**config.mk**
```make
export PLATFORM = sky130hd
export DESIGN_NAME = battery_percent_from_voltage_top
export DESIGN_NICKNAME = d
export VERILOG_FILES = /design/src/hw/rtl/bpv_pkg.sv /design/src/hw/rtl/bpv_cfg_regs.sv /design/src/hw/rtl/bpv_seg_stage.sv /design/src/hw/rtl/bpv_interp.sv /design/src/hw/rtl/battery_percent_from_voltage_top.sv
export SDC_FILE = /design/constraint.sdc
export NUM_CORES = 1
export LEC_CHECK = 0
export BUFFER_PORTS_ARGS = -buffer_cell sky130_fd_sc_hd__buf_2
export CAP_MARGIN = 20
export CORE_MARGIN = 10
export CORE_UTILIZATION = 55
export DETAILED_ROUTE_END_ITERATION = 10
export PLACE_DENSITY_LB_ADDON = 0.05
export SYNTH_ARGS = -nofsm -noshare
export SYNTH_HDL_FRONTEND = slang
export SYNTH_HIERARCHICAL = 1
export SYNTH_SLANG_ARGS = --single-unit
```
**constraint.sdc**
```tcl
create_clock -name clk -period 6.4 [get_ports clk]
set_input_delay 0.64 -clock clk [delete_from_list [all_inputs] [get_ports clk]]
set_output_delay 0.64 -clock clk [all_outputs]
set_load 0.02 [all_outputs]
```
**src/hw/rtl/bpv_pkg.sv**
```systemverilog
`default_nettype none
// ----------------------------------------------------------------------------
// Battery charge lookup package
// Types, the discharge curve and the widths derived from it, shared by the
// threshold registers, the segment selection stage and the interpolator.
// ----------------------------------------------------------------------------
package bpv_pkg;

	localparam int CURVE_POINTS = 12;
	localparam int MV_W         = 16;
	localparam int PCT_W        = 7;
	localparam int SEG_W        = $clog2(CURVE_POINTS);
	localparam int CFG_IDX_W    = 1;
	localparam int CFG_DATA_W   = 16;

	typedef logic [MV_W-1:0]  mv_t;
	typedef logic [PCT_W-1:0] pct_t;
	typedef logic [SEG_W-1:0] seg_t;

	localparam pct_t PCT_FULL     = 7'd100;
	localparam pct_t PCT_EMPTY    = 7'd0;
	localparam mv_t  WARN_RESET   = 16'd3400;
	localparam mv_t  CUTOFF_RESET = 16'd3200;

	typedef enum logic [CFG_IDX_W-1:0] {
		REG_WARN   = 1'b0,
		REG_CUTOFF = 1'b1
	} cfg_reg_t;

	typedef enum logic [1:0] {
		MODE_INTERP = 2'd0,
		MODE_FULL   = 2'd1,
		MODE_EMPTY  = 2'd2
	} mode_t;

	typedef struct packed {
		mv_t warn;
		mv_t cutoff;
	} thresholds_t;

	typedef struct packed {
		mv_t   mv;
		seg_t  seg;
		mode_t mode;
		logic  low;
		logic  crit;
	} seg_item_t;

	// Discharge curve, ordered by falling voltage.
	function automatic mv_t curve_mv(input seg_t k);
		mv_t v;
		case (k)
			4'd0:    v = 16'd4200;
			4'd1:    v = 16'd4100;
			4'd2:    v = 16'd4000;
			4'd3:    v = 16'd3900;
			4'd4:    v = 16'd3800;
			4'd5:    v = 16'd3700;
			4'd6:    v = 16'd3600;
			4'd7:    v = 16'd3500;
			4'd8:    v = 16'd3400;
			4'd9:    v = 16'd3300;
			4'd10:   v = 16'd3200;
			4'd11:   v = 16'd3000;
			default: v = '0;
		endcase
		return v;
	endfunction

	function automatic pct_t curve_pct(input seg_t k);
		pct_t p;
		case (k)
			4'd0:    p = 7'd100;
			4'd1:    p = 7'd92;
			4'd2:    p = 7'd85;
			4'd3:    p = 7'd76;
			4'd4:    p = 7'd66;
			4'd5:    p = 7'd55;
			4'd6:    p = 7'd43;
			4'd7:    p = 7'd30;
			4'd8:    p = 7'd18;
			4'd9:    p = 7'd9;
			4'd10:   p = 7'd3;
			4'd11:   p = 7'd0;
			default: p = '0;
		endcase
		return p;
	endfunction

	// Voltage span of the segment whose lower point is k; zero for a flat
	// or reversed segment and for indexes that name no segment.
	function automatic int span_mv_of(input int k);
		int hi;
		int lo;
		hi = 0;
		lo = 0;
		if (k >= 1 && k < CURVE_POINTS) begin
			hi = int'(curve_mv(seg_t'(k - 1)));
			lo = int'(curve_mv(seg_t'(k)));
		end
		return (hi > lo) ? (hi - lo) : 0;
	endfunction

	function automatic int max_span_mv();
		int m;
		int d;
		m = 1;
		for (int k = 1; k < CURVE_POINTS; k++) begin
			d = span_mv_of(k);
			if (d > m) m = d;
		end
		return m;
	endfunction

	localparam int MAX_SPAN_MV = max_span_mv();
	localparam int SPAN_W      = $clog2(MAX_SPAN_MV + 1);
	localparam int ABOVE_W     = SPAN_W;
	localparam int NUM_W       = ABOVE_W + PCT_W + 1;
	// A ceiling reciprocal with this many fraction bits gives the exact
	// floor quotient for every numerator below 2**NUM_W.
	localparam int RECIP_SH    = NUM_W + SPAN_W;
	localparam int RECIP_W     = RECIP_SH + 1;
	localparam int PROD_W      = NUM_W + RECIP_W;

	typedef logic [SPAN_W-1:0]  span_t;
	typedef logic [ABOVE_W-1:0] above_t;
	typedef logic [NUM_W-1:0]   num_t;
	typedef logic [RECIP_W-1:0] recip_t;
	typedef logic [PROD_W-1:0]  prod_t;

endpackage
`default_nettype wire

```
**src/hw/rtl/bpv_cfg_regs.sv**
```systemverilog
`default_nettype none
// ----------------------------------------------------------------------------
// Threshold registers
// Holds the warning and cutoff thresholds written through the plain write
// port; writes to an unknown index are dropped.
// ----------------------------------------------------------------------------
module bpv_cfg_regs (
	input  wire logic                             clk,
	input  wire logic                             arst_n,
	input  wire logic                             cfg_wr_en,
	input  wire logic [bpv_pkg::CFG_IDX_W-1:0]    cfg_index,
	input  wire logic [bpv_pkg::CFG_DATA_W-1:0]   cfg_wdata,
	output bpv_pkg::thresholds_t                  thresholds
);
	import bpv_pkg::*;

	mv_t warn_q;
	mv_t cutoff_q;

	always_ff @(posedge clk or negedge arst_n) begin
		if (!arst_n) begin
			warn_q   <= WARN_RESET;
			cutoff_q <= CUTOFF_RESET;
		end else if (cfg_wr_en) begin
			case (cfg_reg_t'(cfg_index))
				REG_WARN:   warn_q   <= mv_t'(cfg_wdata);
				REG_CUTOFF: cutoff_q <= mv_t'(cfg_wdata);
				default:    ;
			endcase
		end
	end

	assign thresholds.warn   = warn_q;
	assign thresholds.cutoff = cutoff_q;

endmodule
`default_nettype wire

```
**src/hw/rtl/bpv_seg_stage.sv**
```systemverilog
`default_nettype none
// ----------------------------------------------------------------------------
// Segment selection stage
// Compares the incoming voltage with every curve point and with both
// thresholds, and registers the bracketing segment, the range mode and flags.
// ----------------------------------------------------------------------------
module bpv_seg_stage (
	input  wire logic                       clk,
	input  wire logic                       arst_n,
	input  wire bpv_pkg::thresholds_t       thresholds,
	input  wire logic                       in_valid,
	output logic                            in_ready,
	input  wire logic [bpv_pkg::MV_W-1:0]   in_mv,
	output logic                            out_valid,
	input  wire logic                       out_ready,
	output bpv_pkg::seg_item_t              out_item
);
	import bpv_pkg::*;

	logic      valid_s1;
	seg_item_t item_s1;
	seg_t      seg_c;
	mode_t     mode_c;

	// Lowest index whose point lies at or below the voltage; that point is
	// the lower end of the bracketing segment.
	always_comb begin
		seg_c = seg_t'(1);
		for (int k = CURVE_POINTS - 1; k >= 1; k--) begin
			if (in_mv >= curve_mv(seg_t'(k))) seg_c = seg_t'(k);
		end
	end

	always_comb begin
		if (in_mv >= curve_mv(seg_t'(0))) begin
			mode_c = MODE_FULL;
		end else if (in_mv <= curve_mv(seg_t'(CURVE_POINTS - 1))) begin
			mode_c = MODE_EMPTY;
		end else begin
			mode_c = MODE_INTERP;
		end
	end

	assign in_ready = !valid_s1 || out_ready;

	always_ff @(posedge clk or negedge arst_n) begin
		if (!arst_n) begin
			valid_s1 <= 1'b0;
		end else if (in_ready) begin
			valid_s1 <= in_valid;
		end
	end

	always_ff @(posedge clk) begin
		if (in_ready && in_valid) begin
			item_s1.mv   <= in_mv;
			item_s1.seg  <= seg_c;
			item_s1.mode <= mode_c;
			item_s1.low  <= in_mv < thresholds.warn;
			item_s1.crit <= in_mv < thresholds.cutoff;
		end
	end

	assign out_valid = valid_s1;
	assign out_item  = item_s1;

	// An interpolated item really lies inside the segment chosen for it.
	a_seg_brackets: assert property (@(posedge clk) disable iff (!arst_n)
		valid_s1 && item_s1.mode == MODE_INTERP |->
			item_s1.seg != seg_t'(0) && item_s1.mv >= curve_mv(item_s1.seg) &&
			item_s1.mv < curve_mv(item_s1.seg - seg_t'(1)))
		else $error("selected segment does not bracket the voltage");

	// A held item keeps its segment while the next stage is stalled.
	a_seg_hold: assert property (@(posedge clk) disable iff (!arst_n)
		valid_s1 && !out_ready |=> valid_s1 && $stable(item_s1))
		else $error("segment stage changed a stalled item");

endmodule
`default_nettype wire

```
**src/hw/rtl/bpv_interp.sv**
```systemverilog
`default_nettype none
// ----------------------------------------------------------------------------
// Linear interpolator
// Three pipeline stages: offset and slope multiply with rounding term, a
// multiply by the segment's reciprocal span, then the final charge select.
// ----------------------------------------------------------------------------
module bpv_interp (
	input  wire logic                    clk,
	input  wire logic                    arst_n,
	input  wire logic                    in_valid,
	output logic                         in_ready,
	input  wire bpv_pkg::seg_item_t      in_item,
	output logic                         out_valid,
	input  wire logic                    out_ready,
	output logic [bpv_pkg::PCT_W-1:0]    charge,
	output logic                         low,
	output logic                         crit
);
	import bpv_pkg::*;

	localparam int TAB_N = 2 ** SEG_W;

	// Reciprocal spans, one per segment index, worked out at elaboration.
	recip_t recip_tab [TAB_N];

	for (genvar k = 0; k < TAB_N; k++) begin : g_recip
		localparam int SPAN  = span_mv_of(k);
		localparam int RECIP = (SPAN == 0) ? 0 : ((1 << RECIP_SH) + SPAN - 1) / SPAN;
		assign recip_tab[k] = recip_t'(RECIP);
	end

	// Stage 2 lookup
	span_t  span_mv_c;
	pct_t   span_pct_c;
	pct_t   lo_pct_c;
	pct_t   hi_pct_c;
	above_t above_c;
	logic   flat_c;

	always_comb begin
		span_mv_c  = span_t'(span_mv_of(int'(in_item.seg)));
		lo_pct_c   = curve_pct(in_item.seg);
		hi_pct_c   = curve_pct(in_item.seg - seg_t'(1));
		span_pct_c = hi_pct_c - lo_pct_c;
		above_c    = above_t'(in_item.mv - curve_mv(in_item.seg));
		flat_c     = (span_mv_c == '0) || (hi_pct_c < lo_pct_c);
	end

	logic   valid_s2, valid_s3, valid_s4;
	logic   ready_s2, ready_s3, ready_s4;
	num_t   num_s2;
	recip_t recip_s2;
	pct_t   lo_pct_s2, lo_pct_s3;
	logic   flat_s2, flat_s3;
	mode_t  mode_s2, mode_s3;
	logic   low_s2, low_s3, low_s4;
	logic   crit_s2, crit_s3, crit_s4;
	prod_t  prod_s3;
	pct_t   charge_s4;
	pct_t   charge_c;

	assign ready_s4 = !valid_s4 || out_ready;
	assign ready_s3 = !valid_s3 || ready_s4;
	assign ready_s2 = !valid_s2 || ready_s3;
	assign in_ready = ready_s2;

	always_ff @(posedge clk or negedge arst_n) begin
		if (!arst_n) begin
			valid_s2 <= 1'b0;
			valid_s3 <= 1'b0;
			valid_s4 <= 1'b0;
		end else begin
			if (ready_s2) valid_s2 <= in_valid;
			if (ready_s3) valid_s3 <= valid_s2;
			if (ready_s4) valid_s4 <= valid_s3;
		end
	end

	always_ff @(posedge clk) begin
		if (ready_s2 && in_valid) begin
			num_s2    <= num_t'(above_c) * num_t'(span_pct_c) + num_t'(span_mv_c >> 1);
			recip_s2  <= recip_tab[in_item.seg];
			lo_pct_s2 <= lo_pct_c;
			flat_s2   <= flat_c;
			mode_s2   <= in_item.mode;
			low_s2    <= in_item.low;
			crit_s2   <= in_item.crit;
		end
		if (ready_s3 && valid_s2) begin
			prod_s3   <= prod_t'(num_s2) * prod_t'(recip_s2);
			lo_pct_s3 <= lo_pct_s2;
			flat_s3   <= flat_s2;
			mode_s3   <= mode_s2;
			low_s3    <= low_s2;
			crit_s3   <= crit_s2;
		end
		if (ready_s4 && valid_s3) begin
			charge_s4 <= charge_c;
			low_s4    <= low_s3;
			crit_s4   <= crit_s3;
		end
	end

	always_comb begin
		case (mode_s3)
			MODE_FULL:   charge_c = PCT_FULL;
			MODE_EMPTY:  charge_c = PCT_EMPTY;
			MODE_INTERP: charge_c = flat_s3 ? lo_pct_s3 :
				lo_pct_s3 + prod_s3[RECIP_SH +: PCT_W];
			default:     charge_c = PCT_EMPTY;
		endcase
	end

	assign out_valid = valid_s4;
	assign charge    = charge_s4;
	assign low       = low_s4;
	assign crit      = crit_s4;

	a_charge_range: assert property (@(posedge clk) disable iff (!arst_n)
		valid_s4 |-> charge_s4 <= PCT_FULL)
		else $error("charge result above full scale");

	// An item waiting behind a stalled output must not be dropped.
	a_no_loss: assert property (@(posedge clk) disable iff (!arst_n)
		valid_s3 && valid_s4 && !out_ready |=> valid_s3 && valid_s4)
		else $error("item lost while the output was stalled");

endmodule
`default_nettype wire

```
**src/hw/rtl/battery_percent_from_voltage_top.sv**
```systemverilog
`default_nettype none
// ----------------------------------------------------------------------------
// Battery state-of-charge lookup
// Converts a cell voltage in millivolts to whole percent on a fixed curve.
// ----------------------------------------------------------------------------
// One voltage sample is taken per clock cycle unless an output stall has
// backed up into the first stage. The item passes four register stages: the
// curve-point and threshold compares are registered at the input transfer
// itself, then come the offset-times-slope multiply, the multiply by the
// segment's reciprocal span and the output register. Each stage holds its
// own item, so an output stall only backs up the stages that are full and
// the input keeps taking samples into any empty stage.
// The user must write thresholds through the plain write port only while
// no sample is in flight; the block itself does not enforce this. The flags
// compare strictly below each threshold.
module battery_percent_from_voltage_top (
	input  wire logic                             clk,
	input  wire logic                             arst_n,
	input  wire logic                             cfg_wr_en,
	input  wire logic [bpv_pkg::CFG_IDX_W-1:0]    cfg_index,
	input  wire logic [bpv_pkg::CFG_DATA_W-1:0]   cfg_wdata,
	input  wire logic                             cell_valid,
	output logic                                  cell_ready,
	input  wire logic [bpv_pkg::MV_W-1:0]         cell_millivolts,
	output logic                                  result_valid,
	input  wire logic                             result_ready,
	output logic [bpv_pkg::PCT_W-1:0]             charge_percent,
	output logic                                  low_flag,
	output logic                                  critical_flag
);
	import bpv_pkg::*;

	thresholds_t thresholds;
	seg_item_t   seg_item;
	logic        seg_valid;
	logic        seg_ready;

	bpv_cfg_regs u_cfg_regs (
		.clk        (clk),
		.arst_n     (arst_n),
		.cfg_wr_en  (cfg_wr_en),
		.cfg_index  (cfg_index),
		.cfg_wdata  (cfg_wdata),
		.thresholds (thresholds)
	);

	bpv_seg_stage u_seg_stage (
		.clk        (clk),
		.arst_n     (arst_n),
		.thresholds (thresholds),
		.in_valid   (cell_valid),
		.in_ready   (cell_ready),
		.in_mv      (cell_millivolts),
		.out_valid  (seg_valid),
		.out_ready  (seg_ready),
		.out_item   (seg_item)
	);

	bpv_interp u_interp (
		.clk       (clk),
		.arst_n    (arst_n),
		.in_valid  (seg_valid),
		.in_ready  (seg_ready),
		.in_item   (seg_item),
		.out_valid (result_valid),
		.out_ready (result_ready),
		.charge    (charge_percent),
		.low       (low_flag),
		.crit      (critical_flag)
	);

endmodule
`default_nettype wire

```
==> results.yml, run 1 <==
die:
  initial_core_util: 0.556
  rows: 60
  fp.dieH_um: 185
  ios: 49
  die_area_um2: 34100
  die_w_um: 185
  coreArea_um2: 26800
grt:
  grt_pass1_vias: 10831
  grt_max_degree: 37
  grtUsageTotal: 0.208
  overflow: 0
  antenna_found_initial: 0
  grt_pass1_wl_um: 55900
layout:
  final_core_util: 0.624
  fill_cells: 2227
  regArea_um2: 3160
  fin_nets: 2038
  multi_input_area_um2: 10600
  diodes: 0
  drive_gt1_frac: 0.168
  syn_to_final_growth_pct: 12.4
detailed_routing:
  ant_nets: 0
  first_pass_iters: 5
  viasPerCell: 5.30
  wl_per_cell_um: 17.6
  drc: 0
  num_vias: 10185
  route.final.wire_length_um: 33800
  drtIter0Drc: 647
clock_network:
  cts_sinks: 111
  clk_path_buf_depth: 2
  clock-root-buffer: "clkbuf_16"
  cts_hold_buf: 0
  clock_latency_ns: 0.37
  clk_pin_slew_ns: 0.09
  cts_tree: "done"
  cts-htree-levels: 3
  cts_buffers: 9
worst_setup_path:
  end_kind: "flop"
  r2r_cells: 27
  arrival_ns: 6.43
  r2r_start: "u_seg_stage/out_item[4]"
  required_ns: 6.52
  cp_max_fo: 4
  cp-start-kind: "flop"
  rrSetupSlack_ns: 0.08
  r2r_end: "u_interp/num_s2[15]"
  worstSetupPathType: "flop to flop"
  worstSetupEndpoint: "u_interp/num_s2[15]"
  timing.critical_path.from: "u_seg_stage/out_item[4]"
sta:
  setup_viol_count_final: 0
  clock_skew_ns: 0.0146
  period_share: 0.987
  report.final.slew_viol_count: 0
  rsz0062_at_grt: "true"
  clock.fmax_mhz: 158
  hold_violations: 0
  period_needed_ns: 6.32
  relSlewSlack: 0.456
  worst_slew_pin_slew_ns: 0.816
status:
  outcome: "finished clean"
run:
  cap_violations: 0
yosys:
  netlist_area_um2: 14900
  synth_nets: 1919
  syn_inst: 1458
  avgSynthCellArea_um2: 10.2
  yosysWarnings: 6
placed_design:
  place_hpwl_um: 29300
  place.gp.congestion: 0.939
  numPortBuffers: 48
worst_hold_path:
  hold_class: "input port to async pin"
==> sequential cells by signal, indices dropped and copies added (netlist names), 3 cells and up <==
| name | cells |
|---|---|
| u_interp/prod_s3 | 7 |
| u_interp/recip_s2 | 3 |
| u_cfg_regs/warn_q | 16 |
| u_cfg_regs/cutoff_q | 16 |
| u_interp/lo_pct_s3 | 7 |
| u_interp/num_s2 | 16 |
| u_interp/charge | 7 |
| u_seg_stage/out_item | 16 |
| u_interp/lo_pct_s2 | 7 |
==> worst min path at each step <==
stage                                        from                      end
after floorplan                            arst_n   u_cfg_regs/cutoff_q[0]
after global routing                       arst_n  u_cfg_regs/cutoff_q[15]
after detailed placement         u_interp/crit_s2         u_interp/crit_s3
after global placement    u_seg_stage/out_item[0]         u_interp/crit_s2
final                                      arst_n  u_cfg_regs/cutoff_q[15]
after CTS                                  arst_n  u_cfg_regs/cutoff_q[15]
==> cell type report <==
type,instances,area share
Inverter,338,0.0760
Multi-Input combinational cell,986,0.635
Clock buffer,9,0.0135
Clock inverter,7,0.00658
Sequential cell,111,0.189
Tap cell,341,0.0255
Timing Repair Buffer,131,0.0543
==> critical path: stages (launching register included) <==
cell      delay [ns]
edfxtp_1        0.42
inv_2           0.09
buf_4           0.16
buf_4           0.15
ha_2            0.19
mux2i_1         0.16
o21ai_2         0.09
ha_2            0.20
fa_2            0.35
inv_2           0.06
a21oi_2         0.05
o21bai_1        0.18
a21o_1          0.14
a21o_1          0.18
xor2_1          0.21
nand2_1         0.10
fa_1            0.51
fa_1            0.53
inv_2           0.04
fa_1            0.48
fa_1            0.60
ha_4            0.23
a21oi_4         0.14
o21bai_1        0.09
a31o_2          0.26
a41oi_2         0.24
a21oi_2         0.08
xor2_1          0.15
==> through the flow <==
stage / TNS [ns] / hold slack [ns] / worst slack [ns] / cell area, um^2 / instances
floorplan: -0.0467 / 0.344 / -0.0467 / 15000 / 1458
global placement: -0.00331 / 0.408 / -0.00331 / 16000 / 1890
detailed placement: -0.131 / 0.405 / -0.0770 / 16000 / 1890
CTS: 0 / 0.388 / 0.000919 / 16400 / 1909
global route: -0.450 / 0.418 / -0.216 / 16700 / 1923
finish: 0 / 0.354 / 0.0842 / 16700 / 1923
==> cells in the final DEF (no fill, tap or decap), types with 10 or more instances in the layout <==
cell type  count
a211oi_1      14
a21o_1        17
a21oi_1       47
and2_1        30
buf_2         48
buf_4         78
dfrtp_1       28
edfxtp_1      75
fa_1         205
ha_1         199
inv_1        330
mux2_2        22
mux2_4        10
nand2_1       62
nand2b_1      15
nand3_1       13
nor2_1        91
nor2b_1       11
nor3_1        14
o21ai_0       34
or2_2         10
xnor2_1       27
xor2_1        13
==> repair_timing <==
action / 4_1_cts / 5_1_grt
pin swaps: 0 / 31
setup buffers: 3 / 14
resized for setup: 2 / 53
endpoints found under the setup margin: 3 / 12
==> routing by layer <==
layer	GRT usage	up-vias	wire, um	share of wire
li1	-	4948	-	-
met1	0.283	4999	15800	0.47
met2	0.354	203	16600	0.49
met3	0.0195	35	890	0.026
met4	0.0433	0	493	0.015
met5	0	-	0	0
Power of run 1 is not shown: default switching activity piles up to over one toggle a cycle in this logic, so the estimate is an artifact.
==> inputs of run 2 (changes only) <==
--- a/config.mk
+++ b/config.mk
@@ -5,6 +5,7 @@
 export SDC_FILE = /design/constraint.sdc
 export NUM_CORES = 1
 export LEC_CHECK = 0
+export ABC_AREA = 1
 export BUFFER_PORTS_ARGS = -buffer_cell sky130_fd_sc_hd__buf_2
 export CAP_MARGIN = 20
 export CORE_MARGIN = 10
==> run 2 against run 1 <==
  * Setup slack improved by 0.23 ns
  * Die area increased by 7.0%
  * Wire length increased by 14%
  * Synthesized cell count increased by 28%
  * Critical path depth unchanged
  * Sequential share of layout area decreased by 0.52 points
  * Via count increased by 19%
  * Final cell count increased by 21%
  * Clock skew increased by 0.0042 ns
  * Register-to-register slack improved by 0.23 ns
  * Worst hold slack improved by 0.0026 ns
  * Utilization decreased by 2.7 points
  * Critical endpoint is now u_interp/num_s2[14]
  * Highest routed layer unchanged
==> results.yml, run 2 <==
status:
  outcome: "finished clean"
die:
  ios: 49
  die_w_um: 191
  rows: 62
  initial_core_util: 0.558
  fp.dieH_um: 191
  die_area_um2: 36400
  coreArea_um2: 28800
detailed_routing:
  drc: 0
  drtIter0Drc: 734
  viasPerCell: 5.22
  num_vias: 12109
  first_pass_iters: 6
  ant_nets: 0
  wl_per_cell_um: 16.6
  route.final.wire_length_um: 38500
clock_network:
  clk_pin_slew_ns: 0.09
  cts_sinks: 111
  clock-root-buffer: "clkbuf_16"
  cts_buffers: 9
  clk_path_buf_depth: 2
  cts_tree: "done"
  cts_hold_buf: 0
  clock_latency_ns: 0.36
  cts-htree-levels: 3
layout:
  final_common_cell: "inv_1"
  fin_nets: 2390
  final_core_util: 0.598
  layout_common_cells: "inv_1, nand2_1, fa_1, ha_1, nor2_1"
  design_area_um2: 17200
  drive_gt1_frac: 0.0905
  fill_cells: 2611
  diodes: 0
  syn_to_final_growth_pct: 7.16
grt:
  grtUsageTotal: 0.220
  grt_pass1_wl_um: 63600
  antenna_found_initial: 0
  grt_max_degree: 37
  grt_pass1_vias: 12312
  overflow: 0
sta:
  period_needed_ns: 6.08
  relSlewSlack: 0.436
  clock_skew_ns: 0.0188
  whs_ns: 0.356
  report.final.slew_viol_count: 0
  tns_ns: 0
  clock.fmax_mhz: 164
  hold_violations: 0
  period_share: 0.950
  rsz0062_at_grt: "false"
  worst_slew_pin_slew_ns: 0.846
  setup_viol_count_final: 0
worst_setup_path:
  cp_max_fo: 6
  worstSetupPathType: "flop to flop"
  required_ns: 6.50
  cp-start-kind: "flop"
  r2r_end: "u_interp/num_s2[14]"
  rrSetupSlack_ns: 0.32
  r2r_start: "u_seg_stage/out_item[4]"
  cpMostUsedCell: "fa_1"
  r2r_cells: 27
  arrival_ns: 6.18
  slowest_stage: "fa_1"
  end_kind: "flop"
  max_stage_delay_ns: 0.55
yosys:
  avgSynthCellArea_um2: 8.59
  synth_nets: 2329
  netlist_area_um2: 16100
  syn_inst: 1868
  yosysWarnings: 6
placed_design:
  place.gp.congestion: 0.935
  dpl_cell_area_um2: 16800
  place_hpwl_um: 33500
  numPortBuffers: 48
run:
  cap_violations: 0
worst_hold_path:
  hold_class: "input port to async pin"
==> run 2: changes by cell type in the layout (fill, tap and decap cells not counted), sizes merged, moves of 32 or more <==
cell | before | now
nand2 | 64 | 368
inv | 340 | 471
nand3 | 13 | 73
buf | 131 | 74
nor2 | 97 | 137
a21oi | 57 | 89
mux2 | 32 | 0
==> run 2: timing repair <==
action | CTS | global route
endpoints found under the setup margin | 2 | 7
buffers inserted | 0 | 5
resized for setup | 2 | 22
pin swaps | 0 | 4
==> run 2: critical path: cells and delay by family (launching register included) <==
family / cells / cell delay [ns]
AO/OA/AOI/OAI: 8 / 1.01
XOR/XNOR: 2 / 0.34
adder cells (fa/ha/maj): 9 / 3.51
buffers and inverters: 5 / 0.28
flip-flops: 1 / 0.40
AND/OR/NAND/NOR: 3 / 0.24
==> run 2: per-stage QoR <==
step | worst slack [ns] | std cells
final | 0.317 | 2318
after CTS | 0.0250 | 2313
after global routing | 0.00169 | 2318
after floorplan | 0.0173 | 1868
after global placement | 0.175 | 2297
after detailed placement | -0.0267 | 2297
==> run 2: layout make-up <==
class	instances	area [um^2]	area share
clock buffers	9	225	0.0131
clock inverters	7	82.6	0.00480
inverters	468	1760	0.103
multi-input cells	1265	11100	0.642
flip-flops and latches	111	3160	0.184
well taps	384	480	0.0279
repair buffers	74	435	0.0253
==> run 2: how the worst max path moves through the flow <==
stage | startpoint | to | slack (ns) | cells after the start
floorplan | u_seg_stage/out_item[4] | u_interp/num_s2[15] | 0.02 | 30
global placement | u_seg_stage/out_item[4] | u_interp/num_s2[15] | 0.18 | 29
detailed placement | u_seg_stage/out_item[5] | u_interp/num_s2[14] | -0.03 | 27
CTS | u_seg_stage/out_item[4] | u_interp/num_s2[14] | 0.03 | 29
global route | u_seg_stage/out_item[4] | u_interp/num_s2[15] | 0.002 | 30
finish | u_seg_stage/out_item[4] | u_interp/num_s2[14] | 0.32 | 27
==> run 2: per-layer routing <==
layer  routed length [um]  track usage  vias to the layer above
met5                    0            0                        -
li1                     -            -                     5921
met3                 1570       0.0203                       47
met2                19000        0.375                      282
met1                17100        0.294                     5859
met4                  839       0.0600                        0
Power of run 2 is left out for the same reason.
==> inputs of run 3 (changes only) <==
--- a/config.mk
+++ b/config.mk
@@ -11,7 +11,7 @@
 export CORE_MARGIN = 10
 export CORE_UTILIZATION = 55
 export DETAILED_ROUTE_END_ITERATION = 10
-export PLACE_DENSITY_LB_ADDON = 0.05
+export PLACE_DENSITY_LB_ADDON = 0.3
 export SYNTH_ARGS = -nofsm -noshare
 export SYNTH_HDL_FRONTEND = slang
 export SYNTH_HIERARCHICAL = 1
==> run 3 against run 2 <==
  * Wire length down 1.3%
  * Critical path type unchanged
  * Fmax down 1.3%
  * Highest routed layer unchanged
  * Clock skew about the same
  * Register-to-register slack got worse by 0.08 ns
  * Final cell count is the same
==> results.yml, run 3 (synthesis gave the netlist of run 2 again) <==
status:
  outcome: "finished clean"
die:
  coreArea_um2: 28800
  die_area_um2: 36400
  die_w_um: 191
  ios: 49
  initial_core_util: 0.558
  fp.dieH_um: 191
  rows: 62
layout:
  fin_nets: 2390
  fill_cells: 2533
  syn_to_final_growth_pct: 7.33
  final_common_cell: "inv_1"
  layout_common_cells: "inv_1, nand2_1, fa_1, ha_1, nor2_1"
  diodes: 0
  drive_gt1_frac: 0.0905
  design_area_um2: 17200
clock_network:
  clock_latency_ns: 0.36
  cts-htree-levels: 3
  clock-root-buffer: "clkbuf_16"
  cts_sinks: 111
  cts_buffers: 9
  cts_tree: "done"
  clk_pin_slew_ns: 0.09
  clk_path_buf_depth: 2
detailed_routing:
  wl_per_cell_um: 16.4
  num_vias: 12162
  first_pass_iters: 5
  drc: 0
  viasPerCell: 5.25
  route.final.wire_length_um: 38000
  ant_nets: 0
  drtIter0Drc: 743
run:
  cap_violations: 0
sta:
  relSlewSlack: 0.422
  clock.fmax_mhz: 162
  period_needed_ns: 6.16
  setup_viol_count_final: 0
  worst_slew_pin_slew_ns: 0.867
  hold_violations: 0
  report.final.slew_viol_count: 0
  clock_skew_ns: 0.0183
  period_share: 0.963
grt:
  antenna_found_initial: 0
  overflow: 0
  grt_max_degree: 37
  grt_pass1_wl_um: 62600
  grtUsageTotal: 0.215
  grt_pass1_vias: 12635
worst_setup_path:
  slowest_stage: "fa_1"
  max_stage_delay_ns: 0.54
  end_kind: "flop"
  cp_max_fo: 6
  required_ns: 6.49
  arrival_ns: 6.25
  cp-start-kind: "flop"
  worstSetupPathType: "flop to flop"
placed_design:
  place_hpwl_um: 33200
  numPortBuffers: 48
  place.gp.congestion: 0.960
  dpl_cell_area_um2: 16800
worst_hold_path:
  hold_class: "input port to async pin"
-- run 3: metrics by stage --
step	setup TNS, ns	std cells	worst slack (ns)	hold slack, ns	util
3_3_place_gp	0	2295	0.167	0.401	0.582
6_report	0	2318	0.239	0.381	0.599
5_1_grt	-0.174	2318	-0.0747	0.415	0.599
2_1_floorplan	0	1868	0.0173	0.344	-
3_5_place_dp	-0.193	2295	-0.0726	0.406	0.582
4_1_cts	0	2311	0.0339	0.393	0.594
-- run 3: worst max-delay path, delay by kind of cell, from the launching register on --
| kind | cells | cell delay, ns |
|---|---|---|
| flip-flops | 1 | 0.41 |
| AND/OR/NAND/NOR | 5 | 0.53 |
| AO/OA/AOI/OAI | 6 | 0.82 |
| buffers and inverters | 7 | 0.42 |
| XOR/XNOR | 2 | 0.26 |
| adder cells (fa/ha/maj) | 9 | 3.43 |
-- run 3: final timing paths --
path                                          from                      to  slack (ns)  depth (start not counted)
setup / recovery           u_seg_stage/out_item[5]     u_interp/num_s2[14]        0.24                         29
hold / removal                              arst_n      u_interp/out_valid        0.38                          1
setup reg to reg           u_seg_stage/out_item[5]     u_interp/num_s2[14]        0.24                         29
hold reg to reg                   u_interp/crit_s2        u_interp/crit_s3        0.42                          0
max in group asynchronous                   arst_n  u_cfg_regs/cutoff_q[8]        5.48                          1
min in group clk                  u_interp/crit_s2        u_interp/crit_s3        0.42                          0
-- run 3: timing repair --
action | in CTS | in global routing
setup buffers | 0 | 6
hold buffers | 0 | 0
pin swaps | 0 | 5
hold endpoints to repair | 0 | 0
cloned | 0 | 0
setup endpoints to repair | 4 | 7
resized for setup | 5 | 19
-- run 3: area by class of cell --
| type | count | area, um^2 | area share |
|---|---|---|---|
| well taps | 384 | 480 | 0.0279 |
| inverters | 468 | 1760 | 0.102 |
| clock buffers | 9 | 225 | 0.0131 |
| repair buffers | 74 | 455 | 0.0264 |
| clock inverters | 7 | 108 | 0.00624 |
| flip-flops and latches | 111 | 3160 | 0.184 |
| multi-input cells | 1265 | 11000 | 0.640 |
-- run 3: layer usage --
layer  track usage  part of all wire  vias to the layer above
met5             0                 0                        -
met4        0.0718             0.031                        0
met3        0.0280             0.047                       63
met2         0.377              0.50                      311
met1         0.266              0.42                     5873
li1              -                 -                     5915
Power of run 3 is left out for the same reason.
